--- src/hw/rtl/itoa_pkg.sv ---
// ----------------------------------------------------------------------------
// itoa_pkg
// Shared types, codes and helpers for the integer to ascii digit converter.
// ----------------------------------------------------------------------------
package itoa_pkg;

  localparam int unsigned ValueWidthDef = 32;
  localparam logic [30:0] CountMax = 31'h7fff_ffff;

  localparam logic [7:0] CharZero  = 8'h30;
  localparam logic [7:0] CharALow  = 8'h61;
  localparam logic [7:0] CharMinus = 8'h2d;

  typedef enum logic [1:0] {
    OP_SDEC = 2'd0,
    OP_UDEC = 2'd1,
    OP_HEX  = 2'd2,
    OP_NONE = 2'd3
  } op_e;

  typedef struct packed {
    logic [1:0]  op;
    logic [31:0] value;
  } itoa_in_t;

  typedef struct packed {
    logic [7:0]  ascii_char;
    logic        last;
    logic [30:0] total_written;
  } itoa_out_t;

  function automatic logic [7:0] digit_to_ascii(logic [3:0] digit);
    logic [7:0] ch;
    if (digit < 4'd10) begin
      ch = CharZero + {4'h0, digit};
    end else begin
      ch = CharALow + {4'h0, digit} - 8'd10;
    end
    return ch;
  endfunction

endpackage

--- src/hw/rtl/itoa_dabble_step.sv ---
// ----------------------------------------------------------------------------
// itoa_dabble_step
// One shift-and-add-3 step of the binary to bcd converter.
// ----------------------------------------------------------------------------
module itoa_dabble_step #(
  parameter int unsigned NumDigits = 12
) (
  input  logic [NumDigits*4-1:0] bcd_i,
  input  logic                   bit_i,
  output logic [NumDigits*4-1:0] bcd_o
);

  logic [NumDigits*4-1:0] adj;

  always_comb begin
    for (int i = 0; i < NumDigits; i++) begin
      if (bcd_i[i*4 +: 4] >= 4'd5) begin
        adj[i*4 +: 4] = bcd_i[i*4 +: 4] + 4'd3;
      end else begin
        adj[i*4 +: 4] = bcd_i[i*4 +: 4];
      end
    end
  end

  assign bcd_o = {adj[NumDigits*4-2:0], bit_i};

endmodule

--- src/hw/rtl/integer_to_ascii_digits.sv ---
// Decimal numbers are converted by double dabble in S_CONV, hex numbers are loaded directly;
// then S_SKIP drops leading zero digits, keeping at least one, before the first character.
// Characters then leave at one per cycle while the output is not stalled, after a leading minus if negative.
// A new transaction is taken once the last character is in the output register.
// Reset clears the sequencer, output valid and the running character total.
// ----------------------------------------------------------------------------
// integer_to_ascii_digits
// Converts a number to ascii characters, signed/unsigned decimal or hex.
// ----------------------------------------------------------------------------
module integer_to_ascii_digits #(
  parameter int unsigned VALUE_WIDTH = itoa_pkg::ValueWidthDef
) (
  input  logic                clk_i,
  input  logic                rst_ni,
  input  logic                in_valid_i,
  output logic                in_stall_o,
  input  itoa_pkg::itoa_in_t  in_data_i,
  output logic                out_valid_o,
  input  logic                out_stall_i,
  output itoa_pkg::itoa_out_t out_data_o
);

  import itoa_pkg::*;

  localparam int unsigned NumDigits = (VALUE_WIDTH * 1233) / 4096 + 2;
  localparam int unsigned HexDigits = (VALUE_WIDTH + 3) / 4;
  localparam int unsigned BcdW      = NumDigits * 4;
  localparam int unsigned BitCntW   = $clog2(VALUE_WIDTH + 1);
  localparam int unsigned DigCntW   = $clog2(NumDigits + 1);

  typedef enum logic [2:0] {
    S_IDLE,
    S_CONV,
    S_SKIP,
    S_SIGN,
    S_EMIT
  } state_e;

  state_e                 state_q, state_d;
  logic [VALUE_WIDTH-1:0] bin_q, bin_d;
  logic [BcdW-1:0]        bcd_q, bcd_d;
  logic [BitCntW-1:0]     bcnt_q, bcnt_d;
  logic [DigCntW-1:0]     dcnt_q, dcnt_d;
  logic                   neg_q, neg_d;
  logic [30:0]            count_q, count_d;
  logic                   out_valid_q, out_valid_d;
  itoa_out_t              out_data_q, out_data_d;

  logic [VALUE_WIDTH-1:0] val;
  logic [VALUE_WIDTH-1:0] mag;
  logic                   val_neg;
  logic [BcdW-1:0]        step_bcd;
  logic                   slot_free;
  logic                   push;
  logic [7:0]             push_char;
  logic                   push_last;
  logic [30:0]            count_inc;

  itoa_dabble_step #(
    .NumDigits(NumDigits)
  ) u_step (
    .bcd_i(bcd_q),
    .bit_i(bin_q[VALUE_WIDTH-1]),
    .bcd_o(step_bcd)
  );

  assign val       = VALUE_WIDTH'(in_data_i.value);
  assign val_neg   = (in_data_i.op == OP_SDEC) && val[VALUE_WIDTH-1];
  assign mag       = val_neg ? (VALUE_WIDTH'(0) - val) : val;
  assign slot_free = !out_valid_q || !out_stall_i;
  assign count_inc = (count_q == CountMax) ? count_q : count_q + 31'd1;

  always_comb begin
    state_d   = state_q;
    bin_d     = bin_q;
    bcd_d     = bcd_q;
    bcnt_d    = bcnt_q;
    dcnt_d    = dcnt_q;
    neg_d     = neg_q;
    push      = 1'b0;
    push_char = CharMinus;
    push_last = 1'b0;
    unique case (state_q)
      S_IDLE: begin
        if (in_valid_i && (in_data_i.op != OP_NONE)) begin
          neg_d = val_neg;
          if (in_data_i.op == OP_HEX) begin
            bcd_d   = BcdW'(mag) << (BcdW - 4 * HexDigits);
            dcnt_d  = DigCntW'(HexDigits);
            state_d = S_SKIP;
          end else begin
            bin_d   = mag;
            bcd_d   = '0;
            bcnt_d  = BitCntW'(VALUE_WIDTH);
            state_d = S_CONV;
          end
        end
      end
      S_CONV: begin
        bcd_d  = step_bcd;
        bin_d  = bin_q << 1;
        bcnt_d = bcnt_q - BitCntW'(1);
        if (bcnt_q == BitCntW'(1)) begin
          dcnt_d  = DigCntW'(NumDigits);
          state_d = S_SKIP;
        end
      end
      S_SKIP: begin
        if ((bcd_q[BcdW-1 -: 4] == 4'h0) && (dcnt_q != DigCntW'(1))) begin
          bcd_d  = {bcd_q[BcdW-5:0], 4'h0};
          dcnt_d = dcnt_q - DigCntW'(1);
        end else begin
          state_d = neg_q ? S_SIGN : S_EMIT;
        end
      end
      S_SIGN: begin
        if (slot_free) begin
          push    = 1'b1;
          state_d = S_EMIT;
        end
      end
      S_EMIT: begin
        if (slot_free) begin
          push      = 1'b1;
          push_char = digit_to_ascii(bcd_q[BcdW-1 -: 4]);
          push_last = (dcnt_q == DigCntW'(1));
          bcd_d     = {bcd_q[BcdW-5:0], 4'h0};
          dcnt_d    = dcnt_q - DigCntW'(1);
          if (dcnt_q == DigCntW'(1)) begin
            state_d = S_IDLE;
          end
        end
      end
      default: state_d = S_IDLE;
    endcase
  end

  always_comb begin
    out_valid_d = out_valid_q;
    out_data_d  = out_data_q;
    count_d     = count_q;
    if (push) begin
      out_valid_d              = 1'b1;
      out_data_d.ascii_char    = push_char;
      out_data_d.last          = push_last;
      out_data_d.total_written = count_inc;
      count_d                  = count_inc;
    end else if (!out_stall_i) begin
      out_valid_d = 1'b0;
    end
  end

  always_ff @(posedge clk_i or negedge rst_ni) begin
    if (!rst_ni) begin
      state_q     <= S_IDLE;
      out_valid_q <= 1'b0;
      count_q     <= '0;
    end else begin
      state_q     <= state_d;
      out_valid_q <= out_valid_d;
      count_q     <= count_d;
    end
  end

  always_ff @(posedge clk_i) begin
    bin_q      <= bin_d;
    bcd_q      <= bcd_d;
    bcnt_q     <= bcnt_d;
    dcnt_q     <= dcnt_d;
    neg_q      <= neg_d;
    out_data_q <= out_data_d;
  end

  assign in_stall_o  = (state_q != S_IDLE);
  assign out_valid_o = out_valid_q;
  assign out_data_o  = out_data_q;

endmodule

--- config.mk ---
export PLATFORM = sky130hd
export DESIGN_NAME = integer_to_ascii_digits
export DESIGN_NICKNAME = d
export VERILOG_FILES = /design/src/hw/rtl/itoa_pkg.sv /design/src/hw/rtl/itoa_dabble_step.sv /design/src/hw/rtl/integer_to_ascii_digits.sv
export SDC_FILE = /design/constraint.sdc
export NUM_CORES = 1
export LEC_CHECK = 0
export BUFFER_PORTS_ARGS = -buffer_cell sky130_fd_sc_hd__buf_2
export CAP_MARGIN = 15
export CORE_UTILIZATION = 55
export CTS_CLUSTER_DIAMETER = 80
export DETAILED_ROUTE_END_ITERATION = 10
export PLACE_DENSITY_LB_ADDON = 0.05
export SLEW_MARGIN = 20
export SYNTH_ARGS = -nofsm -noshare
export SYNTH_HDL_FRONTEND = slang
export SYNTH_SLANG_ARGS = --single-unit
--- constraint.sdc ---
create_clock -name clk_i -period 4.65 [get_ports clk_i]
set_input_delay 0.93 -clock clk_i [delete_from_list [all_inputs] [get_ports clk_i]]
set_output_delay 0.93 -clock clk_i [all_outputs]
set_load 0.05 [all_outputs]
==> results of run 1 <==
[cell type report]
class                           instances  area (µm²)
Multi-Input combinational cell        648        4240
Clock buffer                           22         508
Sequential cell                       161        4660
Tap cell                              216         270
Fill cell                            1280        5660
Timing Repair Buffer                   86         450
Clock inverter                         10         190
Inverter                               39         146
[power groups by stage]
stage	Combinational, µW	Sequential [µW]	Clock [µW]
floorplan	1880	3060	0
global placement	2640	2850	0
detailed placement	2740	2870	0
CTS	2760	2850	1640
global route	3050	2930	1700
finish	2730	2860	1620
[per-stage QoR]
step	util, %	setup slack (ps)
4_1_cts	64.9	1730
6_report	64.9	1760
5_1_grt	64.9	1550
3_3_place_gp	60.6	1620
2_1_floorplan	-	-355
3_5_place_dp	60.6	1580
[sequential cells by signal, indices dropped and copies added (netlist names)]
signal / count
bcd_q: 44
out_data_o: 39
bin_q: 32
count_q: 31
bcnt_q: 6
dcnt_q: 4
state_q: 3
neg_q: 1
out_valid_o: 1
[worst register-to-register path: stages, from the launching register on]
cell and delay [ps]:
dfrtp_1 630, or3b_1 550, a21boi_4 720, a21boi_2 510, nand4_1 180, xnor2_1 170
[kinds of logic after synthesis]
kind of cell	count (synthesis)
buffers and inverters	83
adders and majority gates	29
other	2
DFF	161
xor gates and xnor gates	104
and+or+nand+nor	304
AOI/OAI and AO/OA	201
muxes	8
[Yosys cell counts (3+ instances only)]
master    instances
a211oi_1          3
a21o_1            3
a21oi_1          65
a221o_1           7
a22oi_1          19
a31oi_1          13
and2_1            5
and3_1            7
and4_1            5
buf_1             3
buf_2            11
clkbuf_1         26
dfrtp_1          35
edfxtp_1        126
ha_1             29
inv_1            39
mux2_2            6
nand2_1          76
nand2b_1         15
nand3_1          24
nand4_1          14
nor2_1           86
nor2b_1           7
nor3_1           25
nor3b_1          11
nor4_1            3
o211ai_1          3
o21ai_0          50
o21bai_1          3
o221ai_1          6
o31ai_1           6
or3_1             7
xnor2_1          74
xor2_1           30
[worst paths after layout]
check / endpoint / slack (ps) / depth (start not counted)
min in group asynchronous: count_q[29] / 600 / 1
min reg2reg: count_q[11] / 520 / 1
max in group asynchronous: count_q[0] / 3540 / 1
max: count_q[10] / 1760 / 5
min: count_q[11] / 520 / 1
max reg2reg: count_q[10] / 1760 / 5
[per-layer routing]
metal | share of wire [%] | wire, µm | GRT usage, %
met1 | 43 | 8440 | 29.3
met2 | 51 | 10000 | 42.1
met3 | 4.2 | 827 | 3.94
met4 | 1.3 | 250 | 7.88
met5 | 0 | 0 | 0
==> summary.md, run 1 <==
| Metric | Value |
|---|---|
| Status | finished clean |
| Post-Layout Cell Count | 1182 |
| Most used DFF post-synth | edfxtp_1 |
| Setup Buffers After CTS | 0 |
| Synth Register Bits | 161 |
| Leak | 0.00396 µW |
| Fmax | 346 MHz |
| Gate power share | 37.8% |
| Largest family of logic cells by synthesized area | simple AND/OR/NAND/NOR gates |
| Placed Area | 0.00976 mm² |
| Unrepaired setup endpoints after global routing | false |
| Yosys top cell area share | 41.2% |
| Clock Latency Late Sink | 420 ps |
| Pwr Density | 688 mW/mm² |
| Startpoint class of the critical path | flop |
| Final worst path period need | 2890 ps |
| Setup CP Type | flop to flop |
| Antenna cells | 0 |
| Final setup TNS | 0 ps |
| Starting Density | 57.0% |
| Post-Syn Instances | 892 |
| Sw Share | 38.8% |
| Routed wire length | 19500 µm |
| Antenna violations before repair | 0 |
| Critical-path top delay cell | a21boi_4 |
| Hold Vio Cnt, Final | 0 |
| Hold_ws | 517 ps |
| First-pass GRT wire length | 33100 µm |
| Maximum vdd ir drop | 0.467 mV |
| Via Count | 6908 |
| Total Power | 7200 µW |
| Initial DRC Count | 494 |
| Period utilization | 62.2% |
| DP Cell Count | 1150 |
| Yosys cell types | 72 |
| Mapped Area | 0.00919 mm² |
| CTS Buffer Depth | 2 |
| Finish-stage setup viols | 0 |
| Post-DRT Antenna Nets | 0 |
| Commonest non-fill, non-tap cells in the layout | edfxtp_1, nor2_1, buf_2 |
| # nets final | 1020 |
| P_sw | 2790 µW |
| Worst Path Required | 4940 ps |
| Top Ports | 80 |
| Full die area | 0.0172 mm² |
| Synth Area per Inst | 10.3 µm² |
| Max cap viols | 0 |
| XOR/XNOR Fraction of Synth Area | 9.91% |
| Internal Power | 4410 µW |
| Slew Limit Fails | 0 |
| Worst path arrival time | 3180 ps |
| Worst path top cell family by delay | compound AO/OA/AOI/OAI gates |
| Number of cell rows | 46 |
| Simple-Gate Fraction of Synth Area | 17.0% |
| Crit-path cells | or3b_1 -> a21boi_4 -> a21boi_2 -> nand4_1 -> xnor2_1 |
| P&R area growth vs syn | 13.8% |
| Wire per inst | 16.5 µm |
| DR vias/cell | 5.84 |
| # hold bufs at CTS | 0 |
| Die height | 131 µm |
| Reg2Reg Launch Point | state_q[0] |
| Adder-cell area share of the yosys netlist | 3.95% |
| Async S/R FF share, synth | 21.7% |
| Area of the core | 0.0161 mm² |
| CP max stage delay | 720 ps |
| Reg clk slew, reported paths | 60 ps |
| Seq/Total Area, Yosys | 50.7% |
| Mapped Nets | 959 |
| Clock share of power | 22.5% |
| Crit path capture type | flop |
| DRT Pass-1 Iters | 5 |
| Post-DP HPWL | 13700 µm |
| Crit path launch | state_q[0] |
| Congestion Overflow GR | 0 |
| HP Start | count_q[11] |
| Share of post-route cells with drive strength above 1 | 14.7% |
| Crit path buffers/inverters | 0 |
| Number of synthesized flops with an enable pin | 126 |
| Residual DRC | 0 |
| Number of global-route vias before repair | 6845 |
| Rel. slew slack | 35.3% |
| Hold Crit Class | flop to flop |
| Post-synth top area cell | edfxtp_1 |
| Number of buffers added on ports | 78 |
| Reg power frac | 39.7% |
| Finished layout cell area | 0.0105 mm² |
| Worst Path Max Fanout | 25 |
| CTS root buf | clkbuf_16 |
| Clock skew | 8.32 ps |
| Cts bufs inserted | 17 |
| H-Tree Depth | 4 |
| Mux contribution to synthesized area | 0.953% |
| Synth Area in Compound Gates | 13.8% |
| CTS tree | yes |
| Largest net degree at the start of global routing | 87 |
| Area contributors post-synth | edfxtp_1, dfrtp_1, xnor2_1 |
| Most common cell after layout, fill and taps aside | edfxtp_1 |
| Least-Margin Pin Slew | 963 ps |
| CTS resizes | 0 |
| GP Congestion | 0.821 |
| Synth warn | 0 |
| Aggregate global-route resource usage | 23.7% |
| Clock sinks | 161 |
| DIE WIDTH | 131 µm |
No activity file was read; power rests on OpenSTA's default activity.
==> run 2: changes to the inputs <==
--- a/config.mk
+++ b/config.mk
@@ -5,6 +5,7 @@
 export SDC_FILE = /design/constraint.sdc
 export NUM_CORES = 1
 export LEC_CHECK = 0
+export ABC_AREA = 1
 export BUFFER_PORTS_ARGS = -buffer_cell sky130_fd_sc_hd__buf_2
 export CAP_MARGIN = 15
 export CORE_UTILIZATION = 55
==> constraint.sdc (replaced) <==
create_clock -name clk_i -period 2.5 [get_ports clk_i]
set_input_delay 0.5 -clock clk_i [delete_from_list [all_inputs] [get_ports clk_i]]
set_output_delay 0.5 -clock clk_i [all_outputs]
set_load 0.05 [all_outputs]
==> summary.md, run 2 <==
| Metric | Value |
|---|---|
| Maximum vdd ir drop | 0.706 mV (+51%) |
| P&R area growth vs syn | 12.7% |
| Synth Register Bits | 161 (unchanged) |
| Commonest cells post-synth | nand2_1, inv_1, edfxtp_1, nor2_1, nand3_1 |
| Largest net degree at the start of global routing | 53 (-39%) |
| Final setup TNS | 0 ps (unchanged) |
| Setup Buffers After CTS | 0 (unchanged) |
| Max cap viols | 0 (unchanged) |
| Clock sinks | 161 (unchanged) |
| Leak | 0.00483 µW (+22%) |
| CTS Buffer Depth | 2 (unchanged) |
| First-pass GRT wire length | 37100 µm (+12%) |
| Reg power frac | 39.2% (-0.5 points) |
| CTS resizes | 0 (unchanged) |
| Crit path capture type | flop |
| Seq/Total Area, Yosys | 47.9% (-2.8 points) |
| Residual DRC | 0 (unchanged) |
| Slew Limit Fails | 0 (unchanged) |
| Post-DRT Antenna Nets | 0 (unchanged) |
| Status | finished clean |
| Rel. slew slack | 43.4% (+8.1 points) |
| Yosys top cell area share | 38.9% (-2.3 points) |
| Internal Power | 7510 µW (+70%) |
| Starting Density | 56.3% (-0.77 points) |
| Initial DRC Count | 517 (+4.7%) |
| Hold Vio Cnt, Final | 0 (unchanged) |
| Unrepaired setup endpoints after global routing | false |
| Via Count | 8260 (+20%) |
| P_sw | 5380 µW (+92%) |
| Clock Latency Late Sink | 430 ps (about the same) |
| Area of the core | 0.0173 mm² (+7.3%) |
| H-Tree Depth | 4 (unchanged) |
| Number of buffers added on ports | 78 (unchanged) |
| Synth warn | 0 (unchanged) |
| Final core occ | 63.4% (-1.5 points) |
| Wire per inst | 14.5 µm (-12%) |
| Count leader, synth | nand2_1 |
| Finish-stage setup viols | 0 (unchanged) |
| Post-Layout Cell Count | 1537 (+30%) |
| Routed wire length | 22300 µm (+14%) |
| Reg clk slew, reported paths | 60 ps (about the same) |
| Commonest non-fill, non-tap cells in the layout | nand2_1, inv_1, edfxtp_1 |
| DR vias/cell | 5.37 (-8.0%) |
| Clock share of power | 20.7% (-1.8 points) |
| Antenna cells | 0 (unchanged) |
| Full die area | 0.0182 mm² (+5.8%) |
| Most flop-heavy register | bcd_q |
| Post-Syn Instances | 1221 (+37%) |
| Congestion Overflow GR | 0 (unchanged) |
| Die height | 135 µm (+2.9%) |
| Reg2Reg Launch Point | count_q[0] |
| Largest register FFs | 44 (unchanged) |
| Number of global-route vias before repair | 7664 (+12%) |
| CTS tree | yes |
| Most used DFF post-synth | edfxtp_1 |
| Number of cell rows | 48 (+4.3%) |
| CTS root buf | clkbuf_16 |
| # nets final | 1367 (+34%) |
| Number of synthesized flops with an enable pin | 126 (unchanged) |
| Setup CP Type | flop to flop |
| Clock skew | 11.7 ps (+3.38 ps) |
| Hold Crit Class | input port to asynchronous set/reset pin |
| Aggregate global-route resource usage | 26.1% (+2.4 points) |
| Period utilization | 83.7% (+22 points) |
| # hold bufs at CTS | 0 (unchanged) |
| Total Power | 12900 µW (+79%) |
| Yosys cell types | 44 (-39%) |
| Antenna violations before repair | 0 (unchanged) |
| Mapped Nets | 1288 (+34%) |
| Pwr Density | 1170 mW/mm² (+71%) |
| Share of post-route cells with drive strength above 1 | 12.9% (-1.8 points) |
| Most common cell after layout, fill and taps aside | nand2_1 |
| DP Cell Count | 1506 (+31%) |
| DRT Pass-1 Iters | 5 (unchanged) |
| Gate power share | 40.1% (+2.3 points) |
| Startpoint class of the critical path | flop |
| Cts bufs inserted | 17 (unchanged) |
| GP Congestion | 0.928 (+13%) |
| Sw Share | 41.7% (+2.9 points) |
| Crit path launch | count_q[0] |
| Hold_ws | 178 ps (-339 ps) |
| Final worst path period need | 2090 ps (-798 ps) |
| Worst Path Max Fanout | 30 (+20%) |
| Post-synth top area cell | edfxtp_1 |
| Area contributors post-synth | edfxtp_1, nand2_1, dfrtp_1 |
| Reg2Reg Depth | 9 (+4) |
| Least-Margin Pin Slew | 848 ps (-114 ps) |
| Post-DP HPWL | 16300 µm (+19%) |
| Top Ports | 80 (unchanged) |
| Worst path arrival time | 2220 ps (-960 ps) |
| Worst Path Required | 2630 ps (-2310 ps) |
| Fmax | 478 MHz (+38%) |
| Async S/R FF share, synth | 21.7% (unchanged) |
| Synth Area per Inst | 7.97 µm² (-23%) |
| DIE WIDTH | 135 µm (+2.9%) |
| Mapped Area | 0.00973 mm² (+5.9%) |
## run 2: area by class of cell
| type | instances | area [µm²] |
|---|---|---|
| Fill cell | 1539 | 6330 |
| Sequential cell | 161 | 4660 |
| Multi-Input combinational cell | 875 | 4330 |
| Inverter | 152 | 572 |
| Timing Repair Buffer | 93 | 528 |
| Clock buffer | 19 | 443 |
| Tap cell | 225 | 282 |
| Clock inverter | 12 | 158 |
## run 2: worst paths after layout
kind | to | slack [ps]
min in group clk_i | out_valid_o | 370
worst min register to register | bin_q[25] | 520
max in group asynchronous | count_q[26] | 1790
worst min-delay path | count_q[6] | 180
worst max register to register | out_data_o[4] | 410
worst max-delay path | out_data_o[4] | 410
## run 2: worst max-delay path, stage by stage (launching register included)
cell,delay [ps]
dfrtp_1,420
ha_1,300
nand3_2,140
inv_2,70
nand2_2,70
inv_2,50
nand2_2,80
clkinv_2,90
nand2_4,340
nand3_1,210
## run 2: kinds of logic after synthesis
logic type | synth area share [%]
AND/OR/NAND/NOR | 29.3
XOR/XNOR | 2.52
buffers and inverters | 7.82
adder cells (fa/ha/maj) | 3.73
other | 0.0772
AO/OA/AOI/OAI | 8.68
flip-flops | 47.9
## run 2: per-stage QoR
stage	worst slack, ps	cell area, µm²
after floorplan	84.1	9740
after global placement	336	10400
after detailed placement	298	10400
after CTS	421	11000
after global routing	244	11000
final	408	11000
## run 2: per-layer routing
layer	track usage [%]	share of wire, %	wire length (µm)	vias to the layer above
met5	0	0	0	-
met4	9.11	2.5	565	0
met3	4.62	4.9	1090	33
met2	43.3	47	10500	242
met1	34.5	45	10100	3822
li1	-	-	-	4163
## run 2: power by group through the flow
stage	clock network [µW]	logic (µW)	registers (µW)
after floorplan	0	3200	5630
after global placement	0	5060	5070
after detailed placement	0	5150	5090
after CTS	2690	5190	5050
after global routing	2810	5800	5170
final	2670	5160	5050
==> run 3: changes to the inputs <==
==> constraint.sdc (replaced) <==
create_clock -name clk_i -period 1.9 [get_ports clk_i]
set_input_delay 0.38 -clock clk_i [delete_from_list [all_inputs] [get_ports clk_i]]
set_output_delay 0.38 -clock clk_i [all_outputs]
set_load 0.05 [all_outputs]
==> summary.md, run 3 (synthesis gave the netlist of run 2 again) <==
| Metric | Value |
|---|---|
| Status | finished clean |
| CTS tree | yes |
| Period utilization | 98.2% (+15 points) |
| Wire per inst | 14.6 µm (+0.40%) |
| GP Congestion | 0.912 (-1.7%) |
| Total Power | 18300 µW (+42%) |
| Final worst path period need | 1870 ps (-226 ps) |
| Number of buffers added on ports | 78 (unchanged) |
| First-pass GRT wire length | 36700 µm (-1.2%) |
| Post-DP HPWL | 16700 µm (+2.3%) |
| Fmax | 536 MHz (+12%) |
| Internal Power | 10800 µW (+43%) |
| Hold Crit Class | input port to flop |
| Area of the core | 0.0173 mm² (unchanged) |
| Final core occ | 67.2% (+3.8 points) |
| DRT Pass-1 Iters | 6 (+1) |
| Routed wire length | 23200 µm (+3.9%) |
| Aggregate global-route resource usage | 25.8% (-0.34 points) |
| Most common cell after layout, fill and taps aside | nand2_1 |
| Worst path arrival time | 2000 ps (-220 ps) |
| Share of post-route cells with drive strength above 1 | 17.4% (+4.6 points) |
| Worst Path Required | 2030 ps (-600 ps) |
| Hold Vio Cnt, Final | 0 (unchanged) |
| Least-Margin Pin Slew | 640 ps (-208 ps) |
| Initial DRC Count | 548 (+6.0%) |
| Clock skew | 8.92 ps (-2.78 ps) |
| CTS Buffer Depth | 2 (unchanged) |
| Max cap viols | 0 (unchanged) |
| Maximum vdd ir drop | 0.941 mV (+33%) |
| Clock Latency Late Sink | 420 ps (about the same) |
| Gate power share | 43.5% (+3.4 points) |
| Commonest non-fill, non-tap cells in the layout | nand2_1, inv_1, edfxtp_1 |
| FILL cells | 1428 (-7.2%) |
| Reg2Reg Setup Slack | 30 ps (-370 ps) |
| P_sw | 7530 µW (+40%) |
| Largest net degree at the start of global routing | 45 (-15%) |
| Via Count | 8444 (+2.2%) |
| Cts bufs inserted | 17 (unchanged) |
| # nets final | 1419 (+3.8%) |
| Congestion Overflow GR | 0 (unchanged) |
| Reg power frac | 36.3% (-2.9 points) |
| Residual DRC | 0 (unchanged) |
| CTS root buf | clkbuf_16 |
| Largest register FFs | 44 (unchanged) |
| Slew Limit Fails | 0 (unchanged) |
| Worst Path Max Fanout | 6 (-80%) |
| Post-DRT Antenna Nets | 0 (unchanged) |
| Startpoint class of the critical path | flop |
| Number of global-route vias before repair | 7700 (+0.47%) |
| Starting Density | 56.3% (unchanged) |
| Clock share of power | 20.2% (-0.5 points) |
| DP Cell Count | 1543 (+2.5%) |
| Most flop-heavy register | bcd_q |
| Hold_ws | 346 ps (+167 ps) |
| Crit path capture type | flop |
| Sw Share | 41.2% (-0.57 points) |
| DR vias/cell | 5.31 (-1.2%) |
| H-Tree Depth | 4 (unchanged) |
| Clock sinks | 161 (unchanged) |
| P&R area growth vs syn | 19.5% |
| Number of cell rows | 48 (unchanged) |
| Die height | 135 µm (unchanged) |
| Full die area | 0.0182 mm² (unchanged) |
| DIE WIDTH | 135 µm (unchanged) |
| Post-Layout Cell Count | 1590 (+3.4%) |
| Antenna cells | 0 (unchanged) |
| Rel. slew slack | 57.3% (+14 points) |
| Reg clk slew, reported paths | 70 ps (about the same) |
| Leak | 0.00516 µW (+6.9%) |
| Antenna violations before repair | 0 (unchanged) |
| Finish-stage setup viols | 0 (unchanged) |
| Setup CP Type | flop to flop |
| Top Ports | 80 (unchanged) |
| Pwr Density | 1570 mW/mm² (+34%) |
==> run 3: power groups by stage <==
stage | logic, µW | registers, µW | clock network (µW)
final | 7950 | 6650 | 3700
after floorplan | 4350 | 7420 | 0
after detailed placement | 7290 | 6700 | 0
after global routing | 8760 | 6800 | 3890
after CTS | 7330 | 6650 | 3740
after global placement | 7160 | 6680 | 0
==> run 3: what timing repair did <==
action | 4_1_cts | 5_1_grt
resized for setup | 1 | 10
gates cloned | 0 | 4
hold buffers | 1 | 0
hold endpoints to repair | 24 | 0
buffers inserted | 0 | 10
pin swaps | 0 | 3
setup endpoints to repair | 1 | 71
==> run 3: worst max-delay path, cell delays in order, from the launching register on <==
cell and delay (ps):
edfxtp_1 500, inv_2 130, ha_1 160, nand4_1 120, nor3b_4 200, nor2_4 100, buf_12 140, buf_6 100
buf_12 110
==> run 3: path summary, 6_finish.rpt <==
kind | endpoint | cells past startpoint | startpoint
hold / removal | out_valid_o | 4 | out_stall_i
max in group asynchronous | count_q[29] | 3 | rst_ni
hold reg to reg | count_q[30] | 2 | count_q[30]
setup reg to reg | bcd_q[1] | 8 | bcd_q[40]
setup / recovery | bcd_q[1] | 8 | bcd_q[40]
min in group asynchronous | count_q[6] | 2 | rst_ni
==> run 3: cell type report <==
class | instances | area (µm²) | area share, %
clock buffer | 21 | 514 | 4.42
timing repair buffer | 145 | 1060 | 9.08
multi-input combinational | 875 | 4400 | 37.9
sequential | 161 | 4660 | 40.1
inverter | 152 | 579 | 4.98
clock inverter | 11 | 133 | 1.14
tap | 225 | 282 | 2.42
==> run 3: layer usage <==
metal	global-route usage (%)	wire length (µm)
met1	34.0	10700
met2	43.3	10800
met3	3.90	1130
met5	0	0
met4	8.93	621
==> run 3: through the flow <==
step	area, µm²	setup TNS [ps]	worst slack (ps)
detailed placement	10800	-135	-47.6
global route	11600	-259	-23.9
finish	11600	0	33.8
CTS	11400	0	36.1
global placement	10800	-21.0	-21.0
floorplan	9800	-5730	-130
